File: src/hw/rtl/ctpl_ram.sv
`default_nettype none

module ctpl_ram #(
   parameter int WIDTH = 8,
   parameter int DEPTH = 16,
   localparam int AW = (DEPTH > 1) ? $clog2(DEPTH) : 1
) (
   input  wire logic             clock,
   input  wire logic             wr_en,
   input  wire logic [AW-1:0]    wr_addr,
   input  wire logic [WIDTH-1:0] wr_data,
   input  wire logic             rd_en,
   input  wire logic [AW-1:0]    rd_addr,
   output logic      [WIDTH-1:0] rd_data
);

   logic [WIDTH-1:0] mem [DEPTH];
   logic [WIDTH-1:0] rd_data_ff;

   // Write one row, register the read row
   always_ff @(posedge clock) begin
      if (wr_en) begin
         mem[wr_addr] <= wr_data;
      end
      if (rd_en) begin
         rd_data_ff <= mem[rd_addr];
      end
   end

   assign rd_data = rd_data_ff;

endmodule

`default_nettype wire

File: config.mk
export PLATFORM = sky130hd
export DESIGN_NAME = ctpl_ram
export DESIGN_NICKNAME = d
export VERILOG_FILES = /design/src/hw/rtl/ctpl_ram.sv
export SDC_FILE = /design/constraint.sdc
export NUM_CORES = 1
export LEC_CHECK = 0
export BUFFER_PORTS_ARGS = -buffer_cell sky130_fd_sc_hd__buf_2
export CAP_MARGIN = 10
export CORE_MARGIN = 2
export CORE_UTILIZATION = 40
export CTS_BUF_LIST = sky130_fd_sc_hd__clkbuf_8
export DETAILED_ROUTE_END_ITERATION = 16
export HOLD_SLACK_MARGIN = 0.02
export PLACE_DENSITY = 0.7
export SYNTH_ARGS = -nofsm -noshare
export SYNTH_HDL_FRONTEND = slang
export SYNTH_SLANG_ARGS = --single-unit
File: constraint.sdc
create_clock -name clock -period 1.55 [get_ports clock]
set_clock_uncertainty 0.05 [all_clocks]
set_input_delay 0.155 -clock clock [delete_from_list [all_inputs] [get_ports clock]]
set_output_delay 0.155 -clock clock [all_outputs]
set_load 0.01 [all_outputs]
; ---- Word-level counts from Yosys, hierarchy flattened
; Memories as Yosys holds them, arrays and structs flattened. A register that Yosys moved wholly into a read port is not among the register bits.
; Cells that the tools add are included.
[word_totals]
out_inout_bits = 8
in_bits = 19
ramBits = 128
elab_cells = 3
regBits = 0
memories = 1
[memory_table]
columns = name, words, word_bits, read_ports, rd_clocked_by_memory_dff, wr, line_no
row1 = mem, 16, 8, 1, 1, 1, 17  ; logic [WIDTH-1:0] mem [DEPTH];
[classes]
muxes = 2
[ops]
columns = op, n
row1 = 1-bit two-way mux, 2

; ---- Depth between registers and ports, before layout
[logic_depth]
depth_word = 2
depth_mapped = 5
mapped_depth_nobuf = 3

; ---- Least setup slack after synthesis
; No wires, ideal clock.
[synth_path]
path_kind = in2reg
startpoint = input wr_addr[2]
endpoint = memory mem[0][0] (enable)
required_ns = 1.117
stages = 2
setup_time_ns = 0.383
path_slack_ns = -0.148
arrival_ns = 1.265
path_buffers = 0
path_cell_list = or3b_2 nor3_1
[synth_rtl]
columns = element, line_no
row1 = "start, declared", 10  ; input wire logic [AW-1:0] wr_addr,
row2 = "end, declared", 17
; Straight into the memory's write port.

==> flow_summary.ini <==
[outcome]
outcome = complete, no violations

[global_routing]
number_of_antenna_violations_at_the_first_check_in_global_routing = 0
globalRouteTotalUtil_pct = 15.16
grt_pass1_vias = 2609
pin_count_of_the_biggest_net_entering_global_routing = 23
grt_pass1_wl_um = 15250
grt_remaining_overflow = 0

[floorplanning]
die_area_sq_mm = 0.01400
floorplan.core_area_sq_mm = 0.01267
die_height_um = 118.3
die_width_um = 118.3
rows = 41
initial_util_pct = 41.26
floorplan.io_pins = 27

[sta]
worst-slew-pin-transition_ns = 0.9617
max-slew-margin-rel_pct = 35.75
timing_hold_violations_final = 0
timing.final.setup_violations = 0
period_minus_slack_ns = 1.497
slew_violations = 0
achievable-frequency_mhz = 668.1
worst_slack_ns = 0.05312
period_share_pct = 96.57

[clocking]
htree_depth = 4
worst_skew_pair.late_latency_ns = 0.42
cts_inserted_buffers = 17
cts_setup_buffers = 0
clk_path_buf_depth = 2
ctsRootBufferMaster = sky130_fd_sc_hd__clkbuf_8
cts.sinks = 136
tritoncts = done
clk_transition_reported_paths_ns = 0.08

[yosys]
synth_cell_type_count = 18
seq_area_frac_synth_pct = 78.12
synth_nets = 248
synth.avg_cell_area_sq_um = 22.83
synthesis.instances = 229
syn_area_sq_mm = 0.005228
synthesis.yosys.warnings = 0
synth_seq_cells = 136

[layout]
n_antenna_cell = 0
mostFrequentLayoutCell = sky130_fd_sc_hd__edfxtp_1
design.final.nets = 306
layout-drive-gt1-share_pct = 36.33
flow.area_growth_from_synthesis_pct = 17.88
layout.cells.most_common_list = sky130_fd_sc_hd__edfxtp_1, sky130_fd_sc_hd__buf_2, sky130_fd_sc_hd__mux4_2, sky130_fd_sc_hd__buf_4, sky130_fd_sc_hd__clkbuf_8

[worst_setup_path]
critical_path_class = flop to flop
critPathArrivalTime_ns = 1.60
cp-end-kind = flop
critical_path.startpoint_type = flop
r2r_setup_slack_ns = 0.05
worst-endpoint-required_ns = 1.66
crit_path_max_fanout = 1

[route]
met2RoutedLength_um = 4927
drt_iter0_markers = 265
wl_met1_um = 4058
maxUsedRoutingLayer = met4
drt_pre_antenna_iters = 4
wl_per_cell_um = 20.82
wl_met3_um = 732
route.antenna.remaining_nets = 0
drc = 0
via_per_inst = 5.146
vias = 2429
drt-total-wl_um = 9828

[power]
internal-power_uw = 5914
static-leakage-power_uw = 0.002047
combPwrFrac_pct = 5.4
vdd_drop_max_uv = 506.4
pwr_density_cell_mw_per_mm2 = 1215
power.share.switching_pct = 21.02
clkPwrFrac_pct = 39.0
p_total_uw = 7488
net-switching-power_uw = 1574
seq_power_share_pct = 55.6

[placed_design]
detailed_place_hpwl_um = 6286
port_buffers = 26
gp_congestion = 0.7525
pre_cts_slack_ns = -0.2359

[worst_hold_path]
worst_hold_path_type = input pin to flop

[run]
max-cap-violations = 0
==> layer usage <==
layer  vias up  track usage, %
met5         -               0
met4         0           5.346
met3         8           4.440
met2        83           24.67
met1      1245           19.46
li1       1093               -
==> cell usage after synthesis <==
| library cell | n | share of area, % |
|---|---|---|
| sky130_fd_sc_hd__edfxtp_1 | 136 | 78 |
| sky130_fd_sc_hd__nand2b_1 | 2 | 0.24 |
| sky130_fd_sc_hd__and2_1 | 1 | 0.12 |
| sky130_fd_sc_hd__nand3b_1 | 2 | 0.29 |
| sky130_fd_sc_hd__nor2_1 | 13 | 0.93 |
| sky130_fd_sc_hd__nand2_1 | 9 | 0.65 |
| sky130_fd_sc_hd__or3b_2 | 1 | 0.17 |
| sky130_fd_sc_hd__clkdlybuf4s25_2 | 3 | 0.57 |
| sky130_fd_sc_hd__mux4_1 | 14 | 7.0 |
| sky130_fd_sc_hd__nand3_1 | 1 | 0.096 |
| sky130_fd_sc_hd__and2b_1 | 1 | 0.14 |
| sky130_fd_sc_hd__buf_2 | 3 | 0.29 |
| sky130_fd_sc_hd__mux4_2 | 18 | 7.8 |
| sky130_fd_sc_hd__nor2b_1 | 1 | 0.12 |
| sky130_fd_sc_hd__nor3_1 | 4 | 0.38 |
| sky130_fd_sc_hd__buf_6 | 3 | 0.65 |
| sky130_fd_sc_hd__a22oi_1 | 16 | 2.3 |
| sky130_fd_sc_hd__buf_4 | 1 | 0.14 |
==> critical path, stage by stage, from the launching register on <==
cell	delay [ns]
sky130_fd_sc_hd__edfxtp_1	0.37
sky130_fd_sc_hd__mux4_1	0.52
sky130_fd_sc_hd__a22oi_2	0.20
sky130_fd_sc_hd__nand2_1	0.10
==> power groups by stage <==
stage          sequential [uW]  clock (uW)  combinational (uW)
6_report                  4160        2920                 407
5_1_grt                   4170        3130                 446
4_1_cts                   4160        2980                 404
3_5_place_dp              4240           0                 399
3_3_place_gp              4240           0                 389
2_1_floorplan             4240           0                 209
==> state kept, by name, summed over array words and instances, names as in the netlist <==
signal	cells
mem	128
rd_data	8
==> worst paths after layout <==
kind,cells after the start,startpoint,end
hold reg to reg,3,mem[4][1]$_DFFE_PP_,rd_data[1]$_DFFE_PP_
hold / removal,1,wr_data[0],mem[15][0]$_DFFE_PP_
setup reg to reg,3,mem[9][4]$_DFFE_PP_,rd_data[4]$_DFFE_PP_
setup / recovery,3,mem[9][4]$_DFFE_PP_,rd_data[4]$_DFFE_PP_
==> stage by stage <==
step           instances  hold slack (ns)  instance area (sq um)  setup TNS, ns  util [%]
2_1_floorplan        229           0.2039                   5233              0         -
3_3_place_gp         440           0.4838                   5714         -1.399     45.10
3_5_place_dp         440           0.4907                   5714         -1.485     45.10
4_1_cts              472          0.04012                   6136              0     48.43
5_1_grt              472          0.04161                   6162      -0.009405     48.63
6_report             472          0.06318                   6162              0     48.63
==> final cells by class <==
cell class	instances	area (sq um)
Clock inverter	15	177.7
Tap cell	172	215.2
Sequential cell	136	4084
Clock buffer	17	234.0
Timing Repair Buffer	49	352.8
Multi-Input combinational cell	83	1099
Fill cell	1032	6509
==> repair_timing <==
| action | CTS | global route |
|---|---|---|
| setup endpoints to repair | 2 | 7 |
| gates resized for setup | 2 | 7 |
| hold buffers | 0 | 0 |
| pin swaps | 0 | 1 |
==> logic make-up after synthesis <==
| family | synth area share [%] |
|---|---|
| DFF | 78.12 |
| and+or+nand+nor | 3.136 |
| muxes | 14.79 |
| AOI/OAI and AO/OA | 2.298 |
| buffers and inverters | 1.651 |
Power figures use the tool's default switching activity.
