$ cat config.mk
export PLATFORM = sky130hd
export DESIGN_NAME = ctpl_set_probe
export DESIGN_NICKNAME = d
export VERILOG_FILES = /design/src/hw/rtl/ctpl_pkg.sv /design/src/hw/rtl/ctpl_set_probe.sv
export SDC_FILE = /design/constraint.sdc
export NUM_CORES = 1
export LEC_CHECK = 0
export BUFFER_PORTS_ARGS = -buffer_cell sky130_fd_sc_hd__buf_4
export CAP_MARGIN = 10
export CORE_AREA = 2 2 243 245
export DETAILED_ROUTE_END_ITERATION = 12
export DIE_AREA = 0 0 245 247
export PLACE_DENSITY_LB_ADDON = 0.08
export SYNTH_ARGS = -nofsm -noshare
export SYNTH_HDL_FRONTEND = slang
export SYNTH_SLANG_ARGS = --single-unit
export TNS_END_PERCENT = 50
$ cat constraint.sdc
create_clock -name vclk -period 2.08
set_input_delay 0 -clock vclk [all_inputs]
set_output_delay 0 -clock vclk [all_outputs]
set_load 0.01 [all_outputs]
$ cat src/hw/rtl/ctpl_pkg.sv
`default_nettype none

package ctpl_pkg;

   // Tag width and address width of one access
   localparam int ADDR_W = 64;
   localparam int TAG_W  = 64;

   // Control register port geometry
   localparam int CSR_INDEX_W = 3;
   localparam int CSR_DATA_W  = 5;

   typedef enum logic [CSR_INDEX_W-1:0] {
      CSR_L1_OFFSET   = 3'd0,
      CSR_L1_INDEX    = 3'd1,
      CSR_L1_WAYS     = 3'd2,
      CSR_L2_OFFSET   = 3'd3,
      CSR_L2_INDEX    = 3'd4,
      CSR_L2_WAYS     = 3'd5,
      CSR_L2_MODE     = 3'd6,
      CSR_L2_PREFETCH = 3'd7
   } csr_index_type;

   // L2 operating modes
   localparam logic [1:0] L2_MODE_OFF = 2'd0;
   localparam logic [1:0] L2_MODE_LIP = 2'd2;

   // Recency update kinds
   typedef enum logic {
      RANK_FRONT,
      RANK_LIP
   } rank_op_type;

   // Lookup status of one set
   typedef struct packed {
      logic hit;
      logic inv_found;
   } probe_status_type;

endpackage

`default_nettype wire

$ cat src/hw/rtl/ctpl_set_probe.sv
`default_nettype none

module ctpl_set_probe #(
   parameter int WAYS = 8,
   localparam int WW = (WAYS > 1) ? $clog2(WAYS) : 1,
   localparam int CW = $clog2(WAYS + 1)
) (
   input  wire logic [WAYS*ctpl_pkg::TAG_W-1:0] tags,
   input  wire logic [WAYS-1:0]                 valid,
   input  wire logic [WAYS*WW-1:0]              ranks,
   input  wire logic [CW-1:0]                   active,
   input  wire logic [ctpl_pkg::TAG_W-1:0]      tag,
   output ctpl_pkg::probe_status_type           status,
   output logic      [WW-1:0]                   hit_way,
   output logic      [WW-1:0]                   inv_way,
   output logic      [WW-1:0]                   lru_way
);

   localparam int TW = ctpl_pkg::TAG_W;

   logic [WAYS-1:0] act;
   logic [WAYS-1:0] match;
   logic [WAYS-1:0] inv;
   logic [WAYS-1:0] oldest;

   // Compare every active way of the set
   always_comb begin
      for (int j = 0; j < WAYS; j++) begin
         act[j]   = (j < int'(active));
         match[j] = act[j] && valid[j] && (tags[j*TW +: TW] == tag);
         inv[j]   = act[j] && !valid[j];
         oldest[j] = act[j];
         for (int i = 0; i < WAYS; i++) begin
            if (i != j && act[i] && (ranks[i*WW +: WW] >= ranks[j*WW +: WW])) begin
               oldest[j] = 1'b0;
            end
         end
      end
   end

   // Pick the lowest-numbered way of each kind
   always_comb begin
      hit_way = '0;
      inv_way = '0;
      lru_way = '0;
      for (int j = WAYS - 1; j >= 0; j--) begin
         if (match[j]) begin
            hit_way = WW'(j);
         end
         if (inv[j]) begin
            inv_way = WW'(j);
         end
         if (oldest[j]) begin
            lru_way = WW'(j);
         end
      end
      status.hit       = |match;
      status.inv_found = |inv;
   end

endmodule

`default_nettype wire

; ---- After elaboration in Yosys (flattened, before gate mapping)
; Cells that the tools add are included.
[totals]
reg_bits = 0
inputBits = 612
wordCells = 242
output_inout_bits = 11
[classes]
n_lt_le_gt_ge = 64
n_eq_ne = 8
n_reduce_logical = 90
n_mux = 80
[ops]
columns = operator, n
row1 = $eq 64x64->1, 8
row2 = $ge 3x3->1, 56
row3 = $logic_and 1x1->1, 80
row4 = $mux 3, 24
row5 = $mux 1, 56
row6 = $lt 3x4->1 const A, 4
row7 = $reduce_or 8->1, 2
row8 = $logic_not 1->1, 8
row9 = $lt 1x4->1 const A, 2
row10 = $lt 2x4->1 const A, 2

; ---- Longest topological paths before layout
[logic_depth]
depth_word = 17
ltp_mapped = 11
ltp_nobuf = 11

; ---- Least setup slack after synthesis
; Ideal clock, no wire load.
[synth_path]
path_kind = input to output
startpoint = input tag[58] (netlist name)
endpoint = output hit_way[0]
n_path_buf = 1
t_arrival_ps = 1917
required_time_ps = 2080
stages = 10
setup_slack_ps = 163
path_cell_list = clkbuf_1 xnor2_1 nand4_1 nor4_1 nand4_1 or4_1 a41oi_1 o21ai_1 a21oi_1 nor2_1
[synth_via]
elab_chain_len = 10
word_cells_on_any_way = 24
cone_classes = eq/ne: 8 / mux: 8 / reduce/logical: 8
[synth_lines]
columns = element, line
row1 = from (decl), ctpl_set_probe.sv:12  ; input wire logic [ctpl_pkg::TAG_W-1:0] tag,
row2 = $eq 64x64->1, ctpl_set_probe.sv:30  ; match[j] = act[j] && valid[j] && (tags[j*TW +: TW] == tag);
row3 = $logic_and 1x1->1, ctpl_set_probe.sv:30
row4 = $mux 3 (7 in series), ctpl_set_probe.sv:47  ; if (match[j]) begin
row5 = $mux 3 *, ctpl_set_probe.sv:47
row6 = to (decl), ctpl_set_probe.sv:14  ; output logic [WW-1:0] hit_way,
; Mark *: on every way between the ends. The rest lies on a longest branch, timed or not.

; ---- Final worst setup path
[layout_path]
startpoint = input tag[29] (netlist name)
endpoint = output hit_way[0]
; Same word-level chain as after synthesis.

==> run metrics <==
DR vias 12400; synth-to-layout area growth 94.8%; GRT overflow 0; worst min-delay path category input port to primary output; drt drc 0; Synth Instances 1160; dpl cells 2755; top-level I/O count 623; vias in the first global route 13100; syn_area_per_cell 7.34 µm²; DP HPWL 82200 µm; core area 58200 µm²; die span in y 247 µm; RSZ-0062 raised after global routing yes; 1st-iter DRT viols 688; PwrDens 233 nW/µm²; Worst Hold Depth 3; Critical Path End Type primary output; worst-margin pin slew 855 ps; NumNets Final 2682; Cell variety after synth 58; HP Start valid[0]; Initial Utilization 14.6%; P_leak 7.74 nW; setup slack after layout -422 ps; non-filler cells, final 2762; startpoint types input port; Sequential Area 0 µm²; maxcap violations 0; Clock buffer cells 0; first-pass detailed-route iteration total 6; Fillers 6491; post-layout minimum cycle time 2500 ps; Sum Neg Setup Slack -1420 ps; Total GRT Usage 28.4%; Worst Path Required 2080 ps; initial antenna violation count 11; Relative slew margins 42.6%; arrival time worst endpoint 2500 ps; Syn Nets 1856; routed wire length 89200 µm; placer's final routability congestion estimate 0.903; outcome finished, violations left; die extent in x 245 µm; cts hold-fix bufs 0; Max VDD drop 0.000106 V; Fin. Hold Viols 0; I/O Buffers 623; Final Power 0.00387 W; DR WL/cell 32.3 µm; top-area cell type share of the netlist area 24.1%; Final Cycle Share 120%; endpoints failing setup 5; failing checks setup timing; share of layout cells above drive strength 1 48.5%; pin count of the biggest net entering global routing 15; critical path class input port to primary output; Synth area leaders xnor2_1 (24%), xor2_1 (20%), ha_1 (12%); synthesized area 8520 µm²; f_max 0.400 GHz; Yosys warnings 0; worst-path fanout max 4; Antenna Violating Nets Remaining 0; Max Slew Vio Count 0; Rows 89; Hold EP inv_way[0]; cell type with the largest total area after synthesis xnor2_1; drt via density 4.49; first-pass GRT wire length 116000 µm; Die Area 60500 µm²; Seq/Total Area, Yosys 0%; FFs & Latches 0
-- worst max path at each step --
stage | from | end | slack [ps] | depth (start not counted)
6_report | tag[29] | hit_way[0] | -420 | 11
5_1_grt | tag[42] | hit_way[0] | -490 | 13
4_1_cts | tags[230] | hit_way[2] | -400 | 12
3_5_place_dp | tag[29] | hit_way[0] | -1040 | 12
3_3_place_gp | tag[29] | hit_way[0] | -920 | 12
2_1_floorplan | tag[58] | hit_way[0] | 160 | 10
-- cell usage in the layout (no fill, tap or decap), types with 15 or more instances in the layout --
master and instances:
a21o_1 17, ha_1 81, inv_1 87, nand4_1 79
nand2b_1 25, buf_4 863, xnor2_1 224, nor2_1 21
o22ai_1 28, xor2_1 188, nand3_1 24, nand2_1 15
a21oi_1 29, nor2b_1 15, nor4_1 47, buf_12 17
o21ai_0 28
-- synthesized netlist by cell type, drive strengths merged (8+ instances only) --
| cell | n |
|---|---|
| xor2 | 193 |
| nor2b | 16 |
| o21ai | 30 |
| a21oi | 31 |
| a21o | 17 |
| buf | 35 |
| nor4 | 68 |
| a31oi | 10 |
| nor2 | 22 |
| nand2 | 16 |
| nor3 | 12 |
| clkbuf | 33 |
| a22oi | 14 |
| o22ai | 28 |
| ha | 84 |
| a221oi | 8 |
| xnor2 | 234 |
| o2bb2ai | 13 |
| nand2b | 25 |
| nand3 | 24 |
| o221ai | 8 |
| inv | 100 |
| nand4 | 79 |
-- layer usage --
layer  global-route usage (%)  share of wire, %
met5                        0             0.012
met4                     3.46               1.4
met3                     4.00               5.5
met2                     52.0                50
met1                     36.0                43
-- stage by stage --
stage | setup slack (ps) | area (µm²) | util [%] | hold WS (ps)
after floorplan | 163 | 8520 | - | 144
after global placement | -918 | 16100 | 27.6 | 511
after detailed placement | -1040 | 16100 | 27.6 | 511
after CTS | -398 | 16400 | 28.2 | 515
after global routing | -485 | 16600 | 28.5 | 503
final | -422 | 16600 | 28.5 | 498
-- final cells by class --
cell class                      count  area, µm²  share of cell area, %
Timing Repair Buffer              892       6960                   41.9
Multi-Input combinational cell    992       8270                   49.9
Tap cell                          773        967                   5.83
Antenna cell                        5       12.5                 0.0754
Inverter                          100        383                   2.31
-- critical path, stage by stage --
cell,delay [ps]
buf_4,190
buf_4,210
inv_2,60
a22o_1,230
or4_1,560
or4_4,570
a41oi_2,180
o21ai_2,80
a21oi_2,190
nor2_2,80
buf_4,150
-- repair_timing --
action | CTS | global route
gates cloned | 0 | 0
gates resized for setup | 62 | 20
buffers inserted | 2 | 0
pin swaps | 20 | 12
endpoints found under the setup margin | 7 | 7
-- cells by family after synthesis --
| group | synth area share [%] |
|---|---|
| xor+xnor | 43.9 |
| simple gates | 20.2 |
| compound gates | 15.5 |
| buf+inv | 8.05 |
| fa+ha+maj | 12.3 |
-- report_power, final --
| part | switching, W | total (W) | internal, W |
|---|---|---|---|
| combinational | 0.00191 | 0.00387 | 0.00196 |
| sequential | 0 | 0 | 0 |
| clock | 0 | 0.000000000325 | 0.000000000325 |
No activity file was read; power rests on OpenSTA's default activity.
