<file path="config.mk">
export PLATFORM = sky130hd
export DESIGN_NAME = ctpl_rank_update
export DESIGN_NICKNAME = d
export VERILOG_FILES = /design/src/hw/rtl/ctpl_pkg.sv /design/src/hw/rtl/ctpl_rank_update.sv
export SDC_FILE = /design/constraint.sdc
export NUM_CORES = 1
export LEC_CHECK = 0
export BUFFER_PORTS_ARGS = -buffer_cell sky130_fd_sc_hd__buf_2
export CAP_MARGIN = 20
export CORE_ASPECT_RATIO = 2
export CORE_UTILIZATION = 60
export DETAILED_ROUTE_END_ITERATION = 12
export PLACE_DENSITY = 0.88
export SLEW_MARGIN = 20
export SYNTH_ARGS = -nofsm -noshare
export SYNTH_HDL_FRONTEND = slang
export SYNTH_SLANG_ARGS = --single-unit
</file>
<file path="constraint.sdc">
create_clock -name vclk -period 9.8
set_input_delay 1.96 -clock vclk [all_inputs]
set_output_delay 1.96 -clock vclk [all_outputs]
set_load 0.01 [all_outputs]
</file>
<file path="src/hw/rtl/ctpl_pkg.sv">
`default_nettype none

package ctpl_pkg;

   // Tag width and address width of one access
   localparam int ADDR_W = 64;
   localparam int TAG_W  = 64;

   // Control register port geometry
   localparam int CSR_INDEX_W = 3;
   localparam int CSR_DATA_W  = 5;

   typedef enum logic [CSR_INDEX_W-1:0] {
      CSR_L1_OFFSET   = 3'd0,
      CSR_L1_INDEX    = 3'd1,
      CSR_L1_WAYS     = 3'd2,
      CSR_L2_OFFSET   = 3'd3,
      CSR_L2_INDEX    = 3'd4,
      CSR_L2_WAYS     = 3'd5,
      CSR_L2_MODE     = 3'd6,
      CSR_L2_PREFETCH = 3'd7
   } csr_index_type;

   // L2 operating modes
   localparam logic [1:0] L2_MODE_OFF = 2'd0;
   localparam logic [1:0] L2_MODE_LIP = 2'd2;

   // Recency update kinds
   typedef enum logic {
      RANK_FRONT,
      RANK_LIP
   } rank_op_type;

   // Lookup status of one set
   typedef struct packed {
      logic hit;
      logic inv_found;
   } probe_status_type;

endpackage

`default_nettype wire

</file>
<file path="src/hw/rtl/ctpl_rank_update.sv">
`default_nettype none

module ctpl_rank_update #(
   parameter int WAYS = 8,
   localparam int WW = (WAYS > 1) ? $clog2(WAYS) : 1,
   localparam int CW = $clog2(WAYS + 1)
) (
   input  wire ctpl_pkg::rank_op_type op,
   input  wire logic [WAYS*WW-1:0]    ranks_in,
   input  wire logic [WAYS-1:0]       valid_in,
   input  wire logic [CW-1:0]         active,
   input  wire logic [WW-1:0]         way,
   output logic      [WAYS*WW-1:0]    ranks_out
);

   logic [WAYS-1:0] moved;
   logic [WAYS-1:0] inv_moved;
   logic [WAYS-1:0] less;
   logic [WAYS-1:0] below;
   logic [WW-1:0]   old_w;
   logic [WW-1:0]   r;
   int              k;

   // Front: way to rank zero. LIP: way, then empty ways, to the back.
   always_comb begin
      old_w = ranks_in[int'(way)*WW +: WW];
      for (int j = 0; j < WAYS; j++) begin
         moved[j]     = (j == int'(way)) || ((j < int'(active)) && !valid_in[j]);
         inv_moved[j] = moved[j] && (j != int'(way));
      end
      k = $countones(moved);
      for (int j = 0; j < WAYS; j++) begin
         r = ranks_in[j*WW +: WW];
         for (int i = 0; i < WAYS; i++) begin
            less[i]  = moved[i] && (ranks_in[i*WW +: WW] < r);
            below[i] = inv_moved[i] && (i < j);
         end
         if (op == ctpl_pkg::RANK_FRONT) begin
            if (j == int'(way)) begin
               ranks_out[j*WW +: WW] = '0;
            end else if (r < old_w) begin
               ranks_out[j*WW +: WW] = r + WW'(1);
            end else begin
               ranks_out[j*WW +: WW] = r;
            end
         end else begin
            if (j == int'(way)) begin
               ranks_out[j*WW +: WW] = WW'(WAYS - k);
            end else if (moved[j]) begin
               ranks_out[j*WW +: WW] = WW'(WAYS - k + 1 + $countones(below));
            end else begin
               ranks_out[j*WW +: WW] = r - WW'($countones(less));
            end
         end
      end
   end

endmodule

`default_nettype wire

</file>
# --- Word level (Yosys, flattened, before mapping) ---
# Cells that the tools add are included.
classes:
  shift: 1
  addsub: 97
  n_lt_le_gt_ge: 80
  n_mul: 1
  muxes: 40
  n_reduce_logical: 97
  eq_ne: 13
ops:
  columns: ["op", "n"]
  rows:
  - ["3-bit < comparator", 72]
  - ["3-bit 2-to-1 mux", 40]
  - ["1-bit logical AND", 79]
  - ["1-bit by 1-bit adder with 2-bit output", 39]
  - ["2-bit by 2-bit adder with 3-bit output", 19]
  - ["3-bit adder", 16]
  - ["3-bit by 1-bit adder with 3-bit output (second input constant)", 8]
  - ["24-bit by 6-bit indexed part select with 3-bit output", 1]
  - ["3-bit subtractor", 8]
  - ["3-bit by 4-bit < comparator with 1-bit output (first input constant)", 4]
  - ["3-bit == test (first input constant)", 4]
  - ["3-bit inequality test (first input constant)", 4]
  - ["1-bit logical NOT", 8]
  - ["1-bit logical OR", 8]
  - ["1-bit by 4-bit < comparator with 1-bit output (first input constant)", 2]
  - ["2-bit by 4-bit < comparator with 1-bit output (first input constant)", 2]
  - ["2-bit by 1-bit adder with 3-bit output", 2]
  - ["3-bit by 2-bit adder with 3-bit output", 2]
  - ["2-bit by 3-bit == test with 1-bit output (first input constant)", 2]
  - ["2-bit by 3-bit inequality test with 1-bit output (first input constant)", 2]
  - ["3-bit by 2-bit multiplier with 5-bit output (second input constant)", 1]
  - ["3-bit by 1-bit adder with 3-bit output", 1]
  - ["3-bit by 2-bit adder with 3-bit output (second input constant)", 1]
  - ["1-bit by 3-bit == test with 1-bit output (first input constant)", 1]
  - ["other kinds (3)", 3]
totals:
  in_bits: 40
  register_bits: 0
  output_inout_bits: 24

# --- Logic depth before layout (Yosys ltp) ---
depth:
  word_depth: 12
  mapped_depth: 20
  mapped_depth_nobuf: 20

# --- Worst setup path after synthesis ---
# Ideal clock, no wire load.
synth_timing:
  path_type: "input to output"
  startpoint: "input port active[3]"
  endpoint: "output port ranks_out[22]"
  n_path_buf: 2
  required_time_ps: 7840
  path_slack_ps: 1060
  arrival_time_ps: 6780
  path_stages: 19
  path_cell_list: "clkbuf_2 > nor2_1 > a21oi_1 > or2_2 > clkbuf_1 > inv_1 > fa_1 > ha_1 > fa_1 > inv_1 > fa_1 > inv_1 > ha_1 > fa_1 > fa_1 > mux2i_1 > nand2_1 > o21ai_0 > o22ai_1"
synth_between:
  elab_chain_len: 12
synth_rtl:
  columns: ["element", "line", "rtl"]
  rows:
  - ["start, declared", "ctpl_rank_update.sv:11", "input wire logic [CW-1:0] active,"]
  - ["1-bit by 4-bit < comparator with 1-bit output, or another cell as far along", "ctpl_rank_update.sv:28", "moved[j] = (j == int'(way)) || ((j < int'(active)) && !valid_in[j]);"]
  - ["1-bit logical AND", "ctpl_rank_update.sv:28", null]
  - ["1-bit logical OR", "ctpl_rank_update.sv:28", null]
  - ["1-bit by 1-bit adder with 2-bit output (implied by the code)", "ctpl_rank_update.sv:31", "k = $countones(moved);"]
  - ["2-bit by 2-bit adder with 3-bit output (implied by the code)", "ctpl_rank_update.sv:31", null]
  - ["3-bit adder (implied by the code)", "ctpl_rank_update.sv:31", null]
  - ["1-bit by 3-bit subtractor with 3-bit output", "ctpl_rank_update.sv:48, ctpl_rank_update.sv:50", null]
  - ["3-bit by 2-bit adder with 3-bit output", "ctpl_rank_update.sv:50", "ranks_out[j*WW +: WW] = WW'(WAYS - k + 1 + $countones(below));"]
  - ["3-bit adder", "ctpl_rank_update.sv:50", null]
  - ["3-bit 2-to-1 mux", "ctpl_rank_update.sv:49", "end else if (moved[j]) begin"]
  - ["3-bit 2-to-1 mux *", "ctpl_rank_update.sv:47", "if (j == int'(way)) begin"]
  - ["3-bit 2-to-1 mux *", "ctpl_rank_update.sv:38", "if (op == ctpl_pkg::RANK_FRONT) begin"]
  - ["end, declared", "ctpl_rank_update.sv:13", "output logic [WAYS*WW-1:0] ranks_out"]
# Every way passes the cells marked *; elsewhere a longest branch is shown, timed or not.

# --- Worst setup path in the final report ---
layout_timing:
  startpoint: "input port way[0]"
  endpoint: "output port ranks_out[22]"
layout_between:
  elab_chain_len: 11
layout_rtl:
  columns: ["element", "line", "rtl"]
  rows:
  - ["start, declared", "ctpl_rank_update.sv:12", "input wire logic [WW-1:0] way,"]
  - ["2-bit by 3-bit == test with 1-bit output, or another cell as far along", "ctpl_rank_update.sv:28", null]
  - ["1-bit logical OR", "ctpl_rank_update.sv:28", null]
  - ["1-bit by 1-bit adder with 2-bit output (implied by the code)", "ctpl_rank_update.sv:31", null]
  - ["2-bit by 2-bit adder with 3-bit output (implied by the code)", "ctpl_rank_update.sv:31", null]
  - ["3-bit adder (implied by the code)", "ctpl_rank_update.sv:31", null]
  - ["1-bit by 3-bit subtractor with 3-bit output", "ctpl_rank_update.sv:48, ctpl_rank_update.sv:50", null]
  - ["3-bit by 2-bit adder with 3-bit output", "ctpl_rank_update.sv:50", null]
  - ["3-bit adder", "ctpl_rank_update.sv:50", null]
  - ["3-bit 2-to-1 mux", "ctpl_rank_update.sv:49", null]
  - ["3-bit 2-to-1 mux", "ctpl_rank_update.sv:47", null]
  - ["3-bit 2-to-1 mux *", "ctpl_rank_update.sv:38", null]
# Marked as above.

==> impl_results.html <==
<table>
<tr><th>Metric</th><th>Value</th></tr>
<tr><th colspan="2">Critical path</th></tr>
<tr><td>Master of the slowest instance on the critical path</td><td>fa_1</td></tr>
<tr><td>Arrival time worst endpoint</td><td>7.49 ns</td></tr>
<tr><td>Required time reported for the critical path endpoint</td><td>7.84 ns</td></tr>
<tr><td>Maximum net fanout on the critical path</td><td>13</td></tr>
<tr><td>Type of the setup path with the least slack</td><td>primary input to primary output</td></tr>
<tr><td>Critical path's largest stage delay</td><td>slightly above 0.7 ns</td></tr>
<tr><td>Largest delay share family, worst path</td><td>adder cells</td></tr>
<tr><td>CP most frequent cell</td><td>fa_1</td></tr>
<tr><td>Buffers and inverters on the worst path</td><td>5</td></tr>
<tr><td>Cell chain of the critical path</td><td>buf_2 &gt; nor2_1 &gt; and2_1 &gt; or2_2 &gt; inv_1 &gt; fa_1 &gt; ha_1 &gt; fa_1 &gt; inv_1 &gt; fa_1 &gt; inv_1 &gt; ha_1 &gt; fa_1 &gt; fa_1 &gt; mux2i_1 &gt; nand2_1 &gt; o21ai_0 &gt; o22ai_1 &gt; buf_2</td></tr>
<tr><td>Sort of element at the end of the critical path</td><td>primary output</td></tr>
<tr><td>Start point of the critical path</td><td>way[0]</td></tr>
<tr><td>Startpoint types</td><td>primary input</td></tr>
<tr><th colspan="2">Place</th></tr>
<tr><td>Hpwl dp</td><td>between 15,000 and 20,000 um</td></tr>
<tr><td># port buffers</td><td>64</td></tr>
<tr><td>Global placer's final weighted congestion</td><td>slightly below 1</td></tr>
<tr><td>Number of placed instances with taps included</td><td>just under 1,000</td></tr>
<tr><th colspan="2">Routing</th></tr>
<tr><td>Pre-Repair DR Iteration Count</td><td>9</td></tr>
<tr><td>Routed length per instance</td><td>21.9 um</td></tr>
<tr><td>Number of remaining DRC errors</td><td>0</td></tr>
<tr><td>Count of antenna-violating nets left after detailed routing</td><td>0</td></tr>
<tr><td>Detail-routed via count per cell</td><td>6.58</td></tr>
<tr><td>Starting DRT DRC Count</td><td>~550</td></tr>
<tr><td>Detailed-route via count</td><td>between 6,000 and 7,000</td></tr>
<tr><td>Routed wire length</td><td>between 20,000 and 25,000 um</td></tr>
<tr><th colspan="2">Clock network</th></tr>
<tr><td>CTS-repair resized insts</td><td>0</td></tr>
<tr><td>Buffers inserted by post-CTS timing repair</td><td>0</td></tr>
<tr><td>Hold-fix buffers at CTS</td><td>0</td></tr>
<tr><th colspan="2">Logic synthesis</th></tr>
<tr><td>Sequential fraction of the synthesis area</td><td>0</td></tr>
<tr><td>Library cell occupying the most area in the post-synthesis netlist</td><td>fa_1</td></tr>
<tr><td>Post-synth net total</td><td>1,042</td></tr>
<tr><td>Number of instances in the synthesized netlist</td><td>approximately 800</td></tr>
<tr><td>Netlist Area Pre-Place</td><td>roughly 0.0067 sq mm</td></tr>
<tr><td>Count of yosys warnings during synthesis</td><td>0</td></tr>
<tr><td>Average footprint of a synthesized cell</td><td>approximately 8.5 sq um</td></tr>
<tr><td>Leading cell types by total area after synthesis</td><td>fa_1 25%, ha_1 24%, inv_1 6.3%</td></tr>
<tr><td>Share of the synthesized area in the top cell type</td><td>0.253</td></tr>
<tr><td>Synth unique cells</td><td>68</td></tr>
<tr><th colspan="2">Floorplan</th></tr>
<tr><td>Starting utilization of the core area</td><td>0.618</td></tr>
<tr><td>Number of core rows</td><td>54</td></tr>
<tr><td>Vertical extent of the die</td><td>between 150 and 200 um</td></tr>
<tr><td>Horizontal extent of the die</td><td>roughly 77 um</td></tr>
<tr><td>Die Area</td><td>0.0117 sq mm</td></tr>
<tr><td>Num ports</td><td>64</td></tr>
<tr><td>Core box area</td><td>0.0109 sq mm</td></tr>
<tr><th colspan="2">Cells and area</th></tr>
<tr><td>Number of nets in the layout</td><td>between 1,000 and 1,500</td></tr>
<tr><td>Final-layout clock buffer total</td><td>0</td></tr>
<tr><td>Fraction of layout instances using a drive strength above 1</td><td>0.121</td></tr>
<tr><td>Area added between synthesis and finish</td><td>6.81%</td></tr>
<tr><td>Most common cell after layout, fill and taps aside</td><td>ha_1</td></tr>
<tr><td>Most frequent cells in the layout</td><td>129 x ha_1, 113 x inv_1, 85 x fa_1</td></tr>
<tr><td>Final sequential cell count</td><td>0</td></tr>
<tr><td>Total area of sequential cells</td><td>0 sq um</td></tr>
<tr><td>Post-Layout Cell Count</td><td>approximately 980</td></tr>
<tr><td>Number of antenna repair diodes</td><td>0</td></tr>
<tr><th colspan="2">Global routing</th></tr>
<tr><td>Met3 track demand over resource in global routing</td><td>0.0533</td></tr>
<tr><td>Grt peak-use layer</td><td>met2</td></tr>
<tr><td>Global-route wire length before repair</td><td>33,900 um</td></tr>
<tr><td>Pin count of the biggest net entering global routing</td><td>36</td></tr>
<tr><td>Grt ovf</td><td>0</td></tr>
<tr><td>Gr usage total</td><td>0.381</td></tr>
<tr><td>Met1 track utilization from global routing</td><td>0.393</td></tr>
<tr><td>Met2 capacity usage during global routing</td><td>0.674</td></tr>
<tr><td>Number of global-route vias before repair</td><td>6,697</td></tr>
<tr><td>Number of antenna violations at the first check in global routing</td><td>0</td></tr>
<tr><th colspan="2">STA</th></tr>
<tr><td>Fin. max-slew vios</td><td>0</td></tr>
<tr><td>Worst Hold Slack</td><td>~4.5 ns</td></tr>
<tr><td>Slew @ Worst Pin</td><td>1.01 ns</td></tr>
<tr><td>Final period demand of the worst path</td><td>around 9.5 ns</td></tr>
<tr><td>Setup repair after global routing missed its margin</td><td>false</td></tr>
<tr><td>Max transition margin</td><td>0.324</td></tr>
<tr><td>Setup-violating endpoint count in the final report</td><td>0</td></tr>
<tr><td>Maximum frequency from static timing analysis</td><td>approximately 0.11 GHz</td></tr>
<tr><td>Final worst path period share</td><td>0.965</td></tr>
<tr><td>Final hold violation count</td><td>0</td></tr>
<tr><td>Total negative slack</td><td>0 ns</td></tr>
<tr><th colspan="2">Min path</th></tr>
<tr><td>Instance count along the most critical hold path</td><td>4</td></tr>
<tr><td>Worst hold start</td><td>ranks_in[17]</td></tr>
<tr><td>Path class of the lowest-slack min-delay path</td><td>primary input to primary output</td></tr>
<tr><td>Hold endpoint</td><td>ranks_out[17]</td></tr>
<tr><th colspan="2">Power and ir drop</th></tr>
<tr><td>Cell Pwr Density</td><td>around 190 mW/mm^2</td></tr>
<tr><td>Peak supply drop</td><td>0.115 mV</td></tr>
<tr><td>Total leakage power</td><td>~3.6 nW</td></tr>
<tr><th colspan="2">Job</th></tr>
<tr><td>Maxcap violations</td><td>0</td></tr>
<tr><th colspan="2">Status</th></tr>
<tr><td>Outcome</td><td>completed</td></tr>
</table>
[per-stage QoR]
stage | total power, W | area [sq um] | utilization | worst slack [ns]
after floorplan | 0.000935 | 6730 | - | 1.06
after detailed placement | 0.00131 | 7180 | 0.660 | 0.430
final | 0.00135 | 7180 | 0.660 | 0.348
after global routing | 0.00149 | 7180 | 0.660 | 0.105
after CTS | 0.00132 | 7180 | 0.660 | 0.410
after global placement | 0.00126 | 7180 | 0.660 | 0.567
[worst max path at each step]
stage	slack (ns)	to	cells after the start
global placement	0.57	ranks_out[22]	19
finish	0.35	ranks_out[22]	19
global route	0.11	ranks_out[11]	20
floorplan	1.06	ranks_out[22]	19
detailed placement	0.43	ranks_out[22]	19
CTS	0.41	ranks_out[22]	19
[cells in the mapped netlist, types with 5 or more instances]
| library cell | count |
|---|---|
| a21o_1 | 15 |
| a21oi_1 | 27 |
| a31oi_1 | 19 |
| and2_1 | 8 |
| clkbuf_1 | 12 |
| fa_1 | 85 |
| ha_1 | 129 |
| inv_1 | 113 |
| mux2_2 | 5 |
| mux2i_1 | 21 |
| nand2_1 | 46 |
| nand2b_1 | 19 |
| nand3_1 | 37 |
| nor2_1 | 38 |
| nor2b_1 | 23 |
| nor3_1 | 17 |
| o211ai_1 | 6 |
| o21a_1 | 7 |
| o21ai_0 | 42 |
| o22ai_1 | 6 |
| xnor2_1 | 21 |
| xor2_1 | 9 |
[worst min-delay path: stages]
cell,delay [ns]
buf_2,0.17
a31oi_1,0.10
o211ai_1,0.11
buf_2,0.15
[cell families (layout without fill, tap and decap cells)]
logic type      after synthesis  count (layout)  synth area share
mux                          31              31            0.0553
fa+ha+maj                   214             214             0.493
simple gates                211             211             0.159
buf+inv                     134             187            0.0793
compound gates              166             166             0.169
xor+xnor                     32              32            0.0448
[power by group]
group	switching (W)	leakage [nW]	total [W]	internal [W]
logic	0.000769	3.64	0.00135	0.000582
clock network	0	0	0	0
registers	0	0	0	0
total	0.000769	3.64	0.00135	0.000582
[cell type report]
cell class	instances	area (sq um)
timing repair buffer	73	388
inverter	114	428
multi-input combinational	654	6190
fill	897	3690
tap	140	175
[per-layer routing]
layer | share of wire | vias to the layer above | wire [um]
met5 | 0 | - | 0
met4 | 0.10 | 0 | 2160
met3 | 0.072 | 158 | 1540
met2 | 0.50 | 403 | 10700
met1 | 0.33 | 3047 | 7040
li1 | - | 2849 | -
Note: power is estimated with default switching activity, not from simulation.
